## src/design/zzs_pkg.sv

```systemverilog
// ----------------------------------------------------------------------------
// zzs_pkg
// Shared types, constants and scan tables for the zig-zag scanner.
// ----------------------------------------------------------------------------
package zzs_pkg;

	// Field widths fixed by the interface
	localparam int COEF_PORT_BITS = 16;
	localparam int VALUE_BITS     = 17;
	localparam int POS_BITS       = 6;
	localparam int MASK_BITS      = 64;
	localparam int LEN_BITS       = 7;

	// Ping-pong storage: two banks of one 8x8 block each
	localparam int BANK_DEPTH = 64;
	localparam int RAM_DEPTH  = 2 * BANK_DEPTH;
	localparam int ADDR_BITS  = 7;

	// Configuration register indexes
	localparam int REG_IDX_BITS = 1;
	localparam int CFG_BITS     = 1;
	localparam logic [REG_IDX_BITS-1:0] REG_BLOCK_SIZE     = 1'd0;
	localparam logic [REG_IDX_BITS-1:0] REG_MAGNITUDE_MODE = 1'd1;

	// Block lengths and last scan positions
	localparam logic [LEN_BITS-1:0] LEN_4X4  = 7'd16;
	localparam logic [LEN_BITS-1:0] LEN_8X8  = 7'd64;
	localparam logic [POS_BITS-1:0] LAST_4X4 = 6'd15;
	localparam logic [POS_BITS-1:0] LAST_8X8 = 6'd63;

	// Frame zig-zag order, raster index per scan position
	localparam logic [3:0] SCAN4 [16] = '{
		4'd0, 4'd1, 4'd4, 4'd8, 4'd5, 4'd2, 4'd3, 4'd6,
		4'd9, 4'd12, 4'd13, 4'd10, 4'd7, 4'd11, 4'd14, 4'd15
	};

	localparam logic [5:0] SCAN8 [64] = '{
		6'd0,  6'd1,  6'd8,  6'd16, 6'd9,  6'd2,  6'd3,  6'd10,
		6'd17, 6'd24, 6'd32, 6'd25, 6'd18, 6'd11, 6'd4,  6'd5,
		6'd12, 6'd19, 6'd26, 6'd33, 6'd40, 6'd48, 6'd41, 6'd34,
		6'd27, 6'd20, 6'd13, 6'd6,  6'd7,  6'd14, 6'd21, 6'd28,
		6'd35, 6'd42, 6'd49, 6'd56, 6'd57, 6'd50, 6'd43, 6'd36,
		6'd29, 6'd22, 6'd15, 6'd23, 6'd30, 6'd37, 6'd44, 6'd51,
		6'd58, 6'd59, 6'd52, 6'd45, 6'd38, 6'd31, 6'd39, 6'd46,
		6'd53, 6'd60, 6'd61, 6'd54, 6'd47, 6'd55, 6'd62, 6'd63
	};

	// One loaded block waiting to be scanned out
	typedef struct packed {
		logic bank;
		logic size8;
		logic mag;
	} desc_t;

	// Back end hands a bank back to the front end
	typedef struct packed {
		logic valid;
		logic bank;
	} release_t;

	// Back-end sequencer
	typedef enum logic {
		ST_IDLE,
		ST_RUN
	} scan_state_t;

endpackage

```

## src/design/zzs_ram.sv

```systemverilog
// ----------------------------------------------------------------------------
// zzs_ram
// Generic simple dual-port RAM: one write port, one read port, registered
// read data that holds while no read is issued.
// ----------------------------------------------------------------------------
module zzs_ram #(
	parameter int WIDTH = 16,
	parameter int DEPTH = 128
) (
	input  logic                     clk,
	input  logic                     wr_en,
	input  logic [$clog2(DEPTH)-1:0] wr_addr,
	input  logic [WIDTH-1:0]         wr_data,
	input  logic                     rd_en,
	input  logic [$clog2(DEPTH)-1:0] rd_addr,
	output logic [WIDTH-1:0]         rd_data
);

	logic [WIDTH-1:0] mem [DEPTH];

	// Write port
	always_ff @(posedge clk) begin
		if (wr_en) begin
			mem[wr_addr] <= wr_data;
		end
	end

	// Registered read port
	always_ff @(posedge clk) begin
		if (rd_en) begin
			rd_data <= mem[rd_addr];
		end
	end

endmodule

```

## src/design/zzs_fifo.sv

```systemverilog
// ----------------------------------------------------------------------------
// zzs_fifo
// Two-entry queue of block descriptors between the load and scan sides.
// ----------------------------------------------------------------------------
module zzs_fifo (
	input  logic           clk,
	input  logic           arst_n,
	input  logic           push,
	input  zzs_pkg::desc_t push_desc,
	output logic           full,
	input  logic           pop,
	output logic           head_valid,
	output zzs_pkg::desc_t head_desc
);
	import zzs_pkg::*;

	desc_t      entry_q [2];
	logic       wr_ptr_q;
	logic       rd_ptr_q;
	logic [1:0] count_q;

	logic do_push;
	logic do_pop;

	assign full       = (count_q == 2'd2);
	assign head_valid = (count_q != 2'd0);
	assign head_desc  = entry_q[rd_ptr_q];
	assign do_push    = push && !full;
	assign do_pop     = pop && head_valid;

	// Storage
	always_ff @(posedge clk) begin
		if (do_push) begin
			entry_q[wr_ptr_q] <= push_desc;
		end
	end

	// Pointers and fill level
	always_ff @(posedge clk or negedge arst_n) begin
		if (!arst_n) begin
			wr_ptr_q <= 1'b0;
			rd_ptr_q <= 1'b0;
			count_q  <= 2'd0;
		end else begin
			if (do_push) begin
				wr_ptr_q <= !wr_ptr_q;
			end
			if (do_pop) begin
				rd_ptr_q <= !rd_ptr_q;
			end
			unique case ({do_push, do_pop})
				2'b10:   count_q <= count_q + 2'd1;
				2'b01:   count_q <= count_q - 2'd1;
				default: count_q <= count_q;
			endcase
		end
	end

endmodule

```

## src/design/zzs_front.sv

```systemverilog
// ----------------------------------------------------------------------------
// zzs_front
// Load side: holds the configuration, writes raster-order coefficients into
// the free bank and queues a descriptor once a block is complete.
// ----------------------------------------------------------------------------
module zzs_front #(
	parameter int COEF_BITS = 16
) (
	input  logic                                 clk,
	input  logic                                 arst_n,
	input  logic                                 cfg_we,
	input  logic [zzs_pkg::REG_IDX_BITS-1:0]     cfg_index,
	input  logic [zzs_pkg::CFG_BITS-1:0]         cfg_data,
	input  logic                                 in_valid,
	output logic                                 in_stall,
	input  logic [zzs_pkg::COEF_PORT_BITS-1:0]   coefficient,
	output logic                                 wr_en,
	output logic [zzs_pkg::ADDR_BITS-1:0]        wr_addr,
	output logic [COEF_BITS-1:0]                 wr_data,
	output logic                                 push,
	output zzs_pkg::desc_t                       push_desc,
	input  logic                                 fifo_full,
	input  zzs_pkg::release_t                    rel
);
	import zzs_pkg::*;

	logic                size8_q;
	logic                mag_q;
	logic [POS_BITS-1:0] count_q;
	logic                bank_q;
	logic [1:0]          busy_q;

	logic                accept;
	logic [LEN_BITS-1:0] count_inc;
	logic [LEN_BITS-1:0] len;
	logic                done;

	// Request handshake and block completion
	assign in_stall  = busy_q[bank_q] || fifo_full;
	assign accept    = in_valid && !in_stall;
	assign count_inc = {1'b0, count_q} + 7'd1;
	assign len       = size8_q ? LEN_8X8 : LEN_4X4;
	assign done      = (count_inc >= len);

	// Store write
	assign wr_en   = accept;
	assign wr_addr = {bank_q, count_q};
	assign wr_data = coefficient[COEF_BITS-1:0];

	// Descriptor for the back end
	assign push            = accept && done;
	assign push_desc.bank  = bank_q;
	assign push_desc.size8 = size8_q;
	assign push_desc.mag   = mag_q;

	// Configuration registers
	always_ff @(posedge clk or negedge arst_n) begin
		if (!arst_n) begin
			size8_q <= 1'b0;
			mag_q   <= 1'b0;
		end else if (cfg_we) begin
			unique case (cfg_index)
				REG_BLOCK_SIZE:     size8_q <= cfg_data[0];
				REG_MAGNITUDE_MODE: mag_q   <= cfg_data[0];
				default:            size8_q <= size8_q;
			endcase
		end
	end

	// Load count, bank select and bank ownership
	always_ff @(posedge clk or negedge arst_n) begin
		if (!arst_n) begin
			count_q <= '0;
			bank_q  <= 1'b0;
			busy_q  <= 2'b00;
		end else begin
			if (accept) begin
				if (done) begin
					count_q <= '0;
					bank_q  <= !bank_q;
				end else begin
					count_q <= count_inc[POS_BITS-1:0];
				end
			end
			for (int b = 0; b < 2; b++) begin
				if (push && (bank_q == 1'(b))) begin
					busy_q[b] <= 1'b1;
				end else if (rel.valid && (rel.bank == 1'(b))) begin
					busy_q[b] <= 1'b0;
				end
			end
		end
	end

endmodule

```

## src/design/zzs_back.sv

```systemverilog
// ----------------------------------------------------------------------------
// zzs_back
// Scan side: walks a loaded bank in zig-zag order (one read per cycle unless
// stalled), driving the result register: value, position, mask, large flag.
// ----------------------------------------------------------------------------
module zzs_back #(
	parameter int COEF_BITS = 16
) (
	input  logic                                clk,
	input  logic                                arst_n,
	input  logic                                head_valid,
	input  zzs_pkg::desc_t                      head_desc,
	output logic                                pop,
	output logic                                rd_en,
	output logic [zzs_pkg::ADDR_BITS-1:0]       rd_addr,
	input  logic [COEF_BITS-1:0]                rd_data,
	output zzs_pkg::release_t                   rel,
	output logic                                out_valid,
	input  logic                                out_stall,
	output logic signed [zzs_pkg::VALUE_BITS-1:0] scanned_value,
	output logic [zzs_pkg::POS_BITS-1:0]        scan_position,
	output logic                                last_of_block,
	output logic [zzs_pkg::MASK_BITS-1:0]       nonzero_mask,
	output logic                                has_large
);
	import zzs_pkg::*;

	scan_state_t         state_q;
	scan_state_t         state_d;
	desc_t               cur_q;
	logic [POS_BITS-1:0] k_q;

	// Read stage
	logic                valid_s1;
	logic [POS_BITS-1:0] k_s1;
	logic                last_s1;
	logic                mag_s1;

	// Result stage
	logic                        valid_s2;
	logic signed [VALUE_BITS-1:0] value_s2;
	logic [POS_BITS-1:0]         pos_s2;
	logic                        last_s2;
	logic [MASK_BITS-1:0]        mask_s2;
	logic                        large_s2;

	// Per-block accumulators
	logic [MASK_BITS-1:0] mask_q;
	logic                 large_q;

	logic                         take;
	logic                         adv;
	logic                         issue;
	logic [POS_BITS-1:0]          last_idx;
	logic                         issue_last;
	logic [POS_BITS-1:0]          raster;
	logic signed [VALUE_BITS-1:0] sx;
	logic signed [VALUE_BITS-1:0] val;
	logic                         nz;
	logic                         big;
	logic [MASK_BITS-1:0]         mask_next;
	logic                         large_next;

	// Pipeline flow
	assign take       = valid_s2 && !out_stall;
	assign adv        = valid_s1 && (!valid_s2 || take);
	assign issue      = (state_q == ST_RUN) && (!valid_s1 || adv);
	assign last_idx   = cur_q.size8 ? LAST_8X8 : LAST_4X4;
	assign issue_last = issue && (k_q == last_idx);

	// Zig-zag address
	assign raster  = cur_q.size8 ? SCAN8[k_q] : {2'b00, SCAN4[k_q[3:0]]};

	// Sequencer next state
	always_comb begin
		state_d = state_q;
		unique case (state_q)
			ST_IDLE: begin
				if (head_valid) begin
					state_d = ST_RUN;
				end
			end
			ST_RUN: begin
				if (issue_last && !head_valid) begin
					state_d = ST_IDLE;
				end
			end
			default: state_d = ST_IDLE;
		endcase
	end

	// Sequencer outputs
	always_comb begin
		pop       = 1'b0;
		rd_en     = 1'b0;
		rd_addr   = {cur_q.bank, raster};
		rel.valid = 1'b0;
		rel.bank  = cur_q.bank;
		unique case (state_q)
			ST_IDLE: begin
				pop = head_valid;
			end
			ST_RUN: begin
				rd_en     = issue;
				rel.valid = issue_last;
				pop       = issue_last && head_valid;
			end
			default: pop = 1'b0;
		endcase
	end

	always_ff @(posedge clk or negedge arst_n) begin
		if (!arst_n) begin
			state_q <= ST_IDLE;
			k_q     <= '0;
		end else begin
			state_q <= state_d;
			if (pop) begin
				k_q <= '0;
			end else if (issue) begin
				k_q <= k_q + 6'd1;
			end
		end
	end

	always_ff @(posedge clk) begin
		if (pop) begin
			cur_q <= head_desc;
		end
	end

	// Read stage control
	always_ff @(posedge clk or negedge arst_n) begin
		if (!arst_n) begin
			valid_s1 <= 1'b0;
		end else if (issue) begin
			valid_s1 <= 1'b1;
		end else if (adv) begin
			valid_s1 <= 1'b0;
		end
	end

	always_ff @(posedge clk) begin
		if (issue) begin
			k_s1    <= k_q;
			last_s1 <= (k_q == last_idx);
			mag_s1  <= cur_q.mag;
		end
	end

	// Value, magnitude and classification
	assign sx         = {{(VALUE_BITS - COEF_BITS){rd_data[COEF_BITS-1]}}, rd_data};
	assign val        = (mag_s1 && rd_data[COEF_BITS-1]) ? -sx : sx;
	assign nz         = |rd_data;
	assign big        = (sx > 17'sd1) || (sx < -17'sd1);
	assign mask_next  = mask_q | (nz ? (64'd1 << k_s1) : '0);
	assign large_next = large_q || big;

	// Result stage control and accumulators
	always_ff @(posedge clk or negedge arst_n) begin
		if (!arst_n) begin
			valid_s2 <= 1'b0;
			mask_q   <= '0;
			large_q  <= 1'b0;
		end else begin
			if (adv) begin
				valid_s2 <= 1'b1;
				if (last_s1) begin
					mask_q  <= '0;
					large_q <= 1'b0;
				end else begin
					mask_q  <= mask_next;
					large_q <= large_next;
				end
			end else if (take) begin
				valid_s2 <= 1'b0;
			end
		end
	end

	always_ff @(posedge clk) begin
		if (adv) begin
			value_s2 <= val;
			pos_s2   <= k_s1;
			last_s2  <= last_s1;
			mask_s2  <= last_s1 ? mask_next : '0;
			large_s2 <= last_s1 && large_next;
		end
	end

	assign out_valid     = valid_s2;
	assign scanned_value = value_s2;
	assign scan_position = pos_s2;
	assign last_of_block = last_s2;
	assign nonzero_mask  = mask_s2;
	assign has_large     = large_s2;

endmodule

```

## src/design/zigzag_scan_with_nonzero_mask.sv

```systemverilog
// ----------------------------------------------------------------------------
// zigzag_scan_with_nonzero_mask
// Collects 4x4 or 8x8 coefficient blocks in raster order and emits them in
// frame zig-zag order with a nonzero mask and a large-coefficient flag.
// ----------------------------------------------------------------------------
// Throughput: up to one coefficient in and one result out per cycle while
//   neither side is stalled; a bank frees only as its last read issues.
// Latency: with the scan side idle, the first result follows the last
//   coefficient through the queue, sequencer, registered read and result
//   register.
// Reset: asynchronous; clears control, configuration and accumulators only.
// ----------------------------------------------------------------------------
module zigzag_scan_with_nonzero_mask #(
	parameter int COEF_BITS = 16
) (
	input  logic                                   clk,
	input  logic                                   arst_n,
	input  logic                                   cfg_we,
	input  logic [zzs_pkg::REG_IDX_BITS-1:0]       cfg_index,
	input  logic [zzs_pkg::CFG_BITS-1:0]           cfg_data,
	input  logic                                   in_valid,
	output logic                                   in_stall,
	input  logic [zzs_pkg::COEF_PORT_BITS-1:0]     coefficient,
	output logic                                   out_valid,
	input  logic                                   out_stall,
	output logic signed [zzs_pkg::VALUE_BITS-1:0]  scanned_value,
	output logic [zzs_pkg::POS_BITS-1:0]           scan_position,
	output logic                                   last_of_block,
	output logic [zzs_pkg::MASK_BITS-1:0]          nonzero_mask,
	output logic                                   has_large
);
	import zzs_pkg::*;

	logic                 wr_en;
	logic [ADDR_BITS-1:0] wr_addr;
	logic [COEF_BITS-1:0] wr_data;
	logic                 rd_en;
	logic [ADDR_BITS-1:0] rd_addr;
	logic [COEF_BITS-1:0] rd_data;
	logic                 push;
	desc_t                push_desc;
	logic                 fifo_full;
	logic                 pop;
	logic                 head_valid;
	desc_t                head_desc;
	release_t             rel;

	// Load side
	zzs_front #(
		.COEF_BITS(COEF_BITS)
	) u_front (
		.clk        (clk),
		.arst_n     (arst_n),
		.cfg_we     (cfg_we),
		.cfg_index  (cfg_index),
		.cfg_data   (cfg_data),
		.in_valid   (in_valid),
		.in_stall   (in_stall),
		.coefficient(coefficient),
		.wr_en      (wr_en),
		.wr_addr    (wr_addr),
		.wr_data    (wr_data),
		.push       (push),
		.push_desc  (push_desc),
		.fifo_full  (fifo_full),
		.rel        (rel)
	);

	// Ping-pong coefficient store
	zzs_ram #(
		.WIDTH(COEF_BITS),
		.DEPTH(RAM_DEPTH)
	) u_store (
		.clk    (clk),
		.wr_en  (wr_en),
		.wr_addr(wr_addr),
		.wr_data(wr_data),
		.rd_en  (rd_en),
		.rd_addr(rd_addr),
		.rd_data(rd_data)
	);

	// Block queue
	zzs_fifo u_fifo (
		.clk       (clk),
		.arst_n    (arst_n),
		.push      (push),
		.push_desc (push_desc),
		.full      (fifo_full),
		.pop       (pop),
		.head_valid(head_valid),
		.head_desc (head_desc)
	);

	// Scan side
	zzs_back #(
		.COEF_BITS(COEF_BITS)
	) u_back (
		.clk          (clk),
		.arst_n       (arst_n),
		.head_valid   (head_valid),
		.head_desc    (head_desc),
		.pop          (pop),
		.rd_en        (rd_en),
		.rd_addr      (rd_addr),
		.rd_data      (rd_data),
		.rel          (rel),
		.out_valid    (out_valid),
		.out_stall    (out_stall),
		.scanned_value(scanned_value),
		.scan_position(scan_position),
		.last_of_block(last_of_block),
		.nonzero_mask (nonzero_mask),
		.has_large    (has_large)
	);

endmodule
```

## config.mk

```make
export PLATFORM = sky130hd
export DESIGN_NAME = zigzag_scan_with_nonzero_mask
export DESIGN_NICKNAME = d
export VERILOG_FILES = /design/src/design/zzs_pkg.sv /design/src/design/zzs_ram.sv /design/src/design/zzs_fifo.sv /design/src/design/zzs_front.sv /design/src/design/zzs_back.sv /design/src/design/zigzag_scan_with_nonzero_mask.sv
export SDC_FILE = /design/constraint.sdc
export NUM_CORES = 2
export LEC_CHECK = 0
export BUFFER_PORTS_ARGS = -buffer_cell sky130_fd_sc_hd__buf_2
export CAP_MARGIN = 5
export CELL_PAD_IN_SITES_DETAIL_PLACEMENT = 0
export CELL_PAD_IN_SITES_GLOBAL_PLACEMENT = 2
export CORE_MARGIN = 1.5
export CORE_UTILIZATION = 45
export CTS_CLUSTER_DIAMETER = 120
export DETAILED_ROUTE_END_ITERATION = 8
export PLACE_DENSITY_LB_ADDON = 0.12
export SETUP_SLACK_MARGIN = 0.02
export SLEW_MARGIN = 20
export SYNTH_ARGS = -nofsm -noshare
export SYNTH_HDL_FRONTEND = slang
export SYNTH_SLANG_ARGS = --single-unit
export TNS_END_PERCENT = 100
```

## constraint.sdc

```tcl
create_clock -name clk -period 4.75 [get_ports clk]
set_clock_uncertainty 0.05 [all_clocks]
set_input_delay 0.475 -clock clk [delete_from_list [all_inputs] [get_ports clk]]
set_output_delay 0.475 -clock clk [all_outputs]
set_load 0.05 [all_outputs]
```

==> results.json <==
{
  "status": "complete, but fails checks",
  "violations": "design-rule violations",
  "syn-cell-area_um2": 90610,
  "syn-num-nets": 6947,
  "htree_num_levels": 4,
  "reg2reg_setup_slack_ns": 0.09,
  "cp_num_cells": 13,
  "dpl_worst_slack_ns": -0.1740,
  "ys_seq_area_share_pct": 74.37,
  "switching_share_pct": 42.53,
  "cts_sinks": 2259,
  "syn_avg_cell_area_um2": 13.13,
  "setup_ws_ns": 0.08821,
  "grt_pass1_wl_um": 420200,
  "synth_top_cell_by_area": "edfxtp_1",
  "hold_viol": 0,
  "clock_tree.root_cell": "clkbuf_16",
  "critPathArrivalTime_ns": 5.34,
  "synthToLayoutAreaGrowth_pct": 15.39,
  "whs_path_depth": 1,
  "crit_type": "flip-flop to flip-flop",
  "io_buffers": 113,
  "worstSetupStartpointType": "flip-flop",
  "min_period_ns": 4.662,
  "die_area_um2": 204100,
  "min_path_type": "primary input to flip-flop",
  "setup_violations": 0,
  "clkSlewWorstSetupHoldPaths_ns": 0.06,
  "die_height_um": 451.7,
  "synth-seq-cells": 2259,
  "slowest_stage": "nor4_2",
  "whs_ns": 0.04677,
  "avgViaCountPerCell": 5.822,
  "dp_hpwl_um": 189600,
  "worst-endpoint-required_ns": 5.43,
  "synth-async-reset-ratio_pct": 3.940,
  "gp_routability_congestion": 0.9593,
  "numCtsBuffers": 235,
  "synth-edff-count": 2170,
  "drive_gt1_share_pct": 13.56,
  "antenna_left": 0,
  "worstMarginPinSlew_ns": 1.169,
  "intPower_mw": 42.06,
  "core-area_um2": 199900,
  "placementRows": 164,
  "synth_most_common_cell": "edfxtp_1",
  "totalWireLength_um": 294600,
  "max_stage_delay_ns": 1.00,
  "relSlewSlack_pct": 21.42,
  "max_freq_ghz": 0.2145,
  "route.detailed.drc": 14,
  "first_global_vias": 56300,
  "leakagePower_nw": 36.54,
  "rr_worst_depth": 13,
  "placed_area_um2": 96830,
  "yosys-top-cells-area": "edfxtp_1 72%, nand2_1 7.6%, nand3_1 4.6%, dfrtp_1 2.5%, a21oi_1 1.7%",
  "grt.overflow.total": 0,
  "post-synth-top-area-fraction_pct": 71.92,
  "tritoncts": "done",
  "synth_cell_type_count": 90,
  "track_usage_pct": 28.66,
  "peakVddDrop_v": 0.0005251,
  "crit_fanout": 22,
  "dr.pass1.iters": 8,
  "antenna_found_initial": 7,
  "power_switching_mw": 31.13,
  "die_x_um": 451.7,
  "drt_iter0_markers": 6951,
  "clockPowerShare_pct": 24.6,
  "cap_violations": 0,
  "maxSlewViolCount": 0,
  "netlist_instances": 6902,
  "critical-path-top-delay-family": "simple AND/OR/NAND/NOR gates",
  "drt-wirelength-per-cell_um": 28.99,
  "nets": 7346,
  "grt_max_degree": 92,
  "critPathBufInv": 3,
  "start_util_pct": 45.34,
  "p_comb_share_pct": 43.8,
  "p_per_area_nw_per_um2": 700.1,
  "path_cells": "inv_1 -> ha_1 -> nor2b_1 -> a211o_1 -> a32o_1 -> a21o_1 -> nand3_2 -> buf_12 -> buf_4 -> a21oi_1 -> nor4_2 -> nand3_1 -> nand4_1",
  "clockBufferDepth": 3,
  "clock_latency_ns": 0.89,
  "p_seq_share_pct": 31.5,
  "cp-end-kind": "flip-flop",
  "yosys-top-cells-count": "2,170 x edfxtp_1, 1,830 x nand2_1, 836 x nand3_1",
  "via_count": 59180,
  "rsz0062_at_grt": "false",
  "postLayoutCellArea_um2": 104600,
  "period_share_pct": 98.14,
  "synthFlopType": "edfxtp_1",
  "ys_warn_count": 0,
  "io_pins": 114
}
per-stage QoR:
step                      instances  power (mW)  TNS (ns)  utilization [%]
after detailed placement       9705       55.29   -0.1740            48.45
after CTS                     10150       73.31         0            52.26
after floorplan                6902       40.27         0                -
after global placement         9705       55.36   -0.1274            48.44
after global routing          10160       76.20         0            52.31
final                         10160       73.20         0            52.32
final cells by class:
type                       count  area (um^2)
antenna                        6        15.01
clock buffer                 289         6221
clock inverter               149         1277
fill                       16960        95300
inverter                      35        132.6
multi-input combinational   4183        21160
sequential                  2259        67390
tap                         2656         3323
timing repair buffer         587         5040
cells by family after synthesis:
group,Yosys count,share of synthesized area (%)
buffers and inverters,460,2.622
AOI/OAI and AO/OA,703,5.013
DFF,2259,74.37
and+or+nand+nor,3308,15.92
muxes,123,1.511
adders and majority gates,22,0.3038
xor gates and xnor gates,27,0.2610
power by group through the flow:
stage,clock [mW],sequential [mW],combinational [mW]
2_1_floorplan,0,23.4,16.8
3_3_place_gp,0,23.5,31.9
3_5_place_dp,0,23.5,31.8
4_1_cts,18.3,23.1,32.0
5_1_grt,19.1,23.1,34.0
6_report,18.0,23.1,32.1
metal layers:
metal,routed length [um],GRT usage (%),vias to the layer above,part of all wire (%)
met3,23790,4.870,444,8.1
met2,133100,43.71,2433,45
met5,0,0,-,0
met4,11410,10.24,0,3.9
li1,-,-,26100,-
met1,126300,41.50,30200,43
layout by cell type, fill, tap and decap left out, types with 18 or more instances in the layout:
| cell type | synthesis | routed |
|---|---|---|
| a22oi_1 | 22 | 22 |
| edfxtp_1 | 2170 | 2170 |
| buf_2 | 167 | 96 |
| o22ai_1 | 23 | 23 |
| nor3_1 | 31 | 21 |
| o21ai_0 | 41 | 41 |
| clkbuf_16 | 0 | 241 |
| nor2_1 | 308 | 297 |
| or3_1 | 18 | 18 |
| nand4_1 | 76 | 76 |
| bufinv_16 | 0 | 18 |
| a21oi_1 | 314 | 312 |
| clkinv_2 | 0 | 50 |
| ha_1 | 22 | 22 |
| o21a_1 | 50 | 49 |
| buf_12 | 1 | 67 |
| o2111ai_1 | 26 | 25 |
| nor4_1 | 61 | 42 |
| mux2i_1 | 103 | 103 |
| nand2_1 | 1830 | 1830 |
| nor2b_1 | 34 | 34 |
| nand2b_1 | 18 | 18 |
| a31oi_1 | 47 | 47 |
| buf_4 | 76 | 413 |
| clkbuf_1 | 137 | 47 |
| and3_1 | 30 | 28 |
| a32oi_1 | 35 | 34 |
| clkinv_1 | 0 | 59 |
| nor4_2 | 1 | 19 |
| inv_1 | 34 | 33 |
| nand3_1 | 836 | 831 |
| a221oi_1 | 26 | 26 |
| a21o_1 | 25 | 25 |
| dfrtp_1 | 89 | 88 |
registers in the layout, indices dropped and copies added, names as in the netlist, 2 cells and up:
| signal | flops |
|---|---|
| u_back.nonzero_mask | 64 |
| u_back.scan_position | 6 |
| u_store.mem | 2048 |
| u_front.busy_q | 2 |
| u_front.count_q | 6 |
| u_fifo.count_q | 2 |
| u_back.k_q | 6 |
| u_back.cur_q | 2 |
| u_back.scanned_value | 17 |
| u_fifo.entry_q | 6 |
| u_store.rd_data | 16 |
| u_back.mask_q | 64 |
| u_back.k_s1 | 6 |
timing repair:
item,CTS,global route
setup buffers,3,4
pin swaps,1,2
resized for setup,1,12
cloned,0,0
endpoints found under the hold margin,90,0
endpoints found under the setup margin,1,9
hold buffers,8,0
path summary, 6_finish.rpt:
kind | start | endpoint
min in group asynchronous | arst_n | u_back.mask_q[1]
setup / recovery | u_back.k_q[0] | u_store.rd_data[8]
setup reg to reg | u_back.k_q[0] | u_store.rd_data[8]
hold reg to reg | u_back.cur_q[0] | u_back.mag_s1
max in group asynchronous | arst_n | u_back.state_q
hold / removal | coefficient[15] | u_store.mem[112][15]
(Power assumes the default switching activity.)
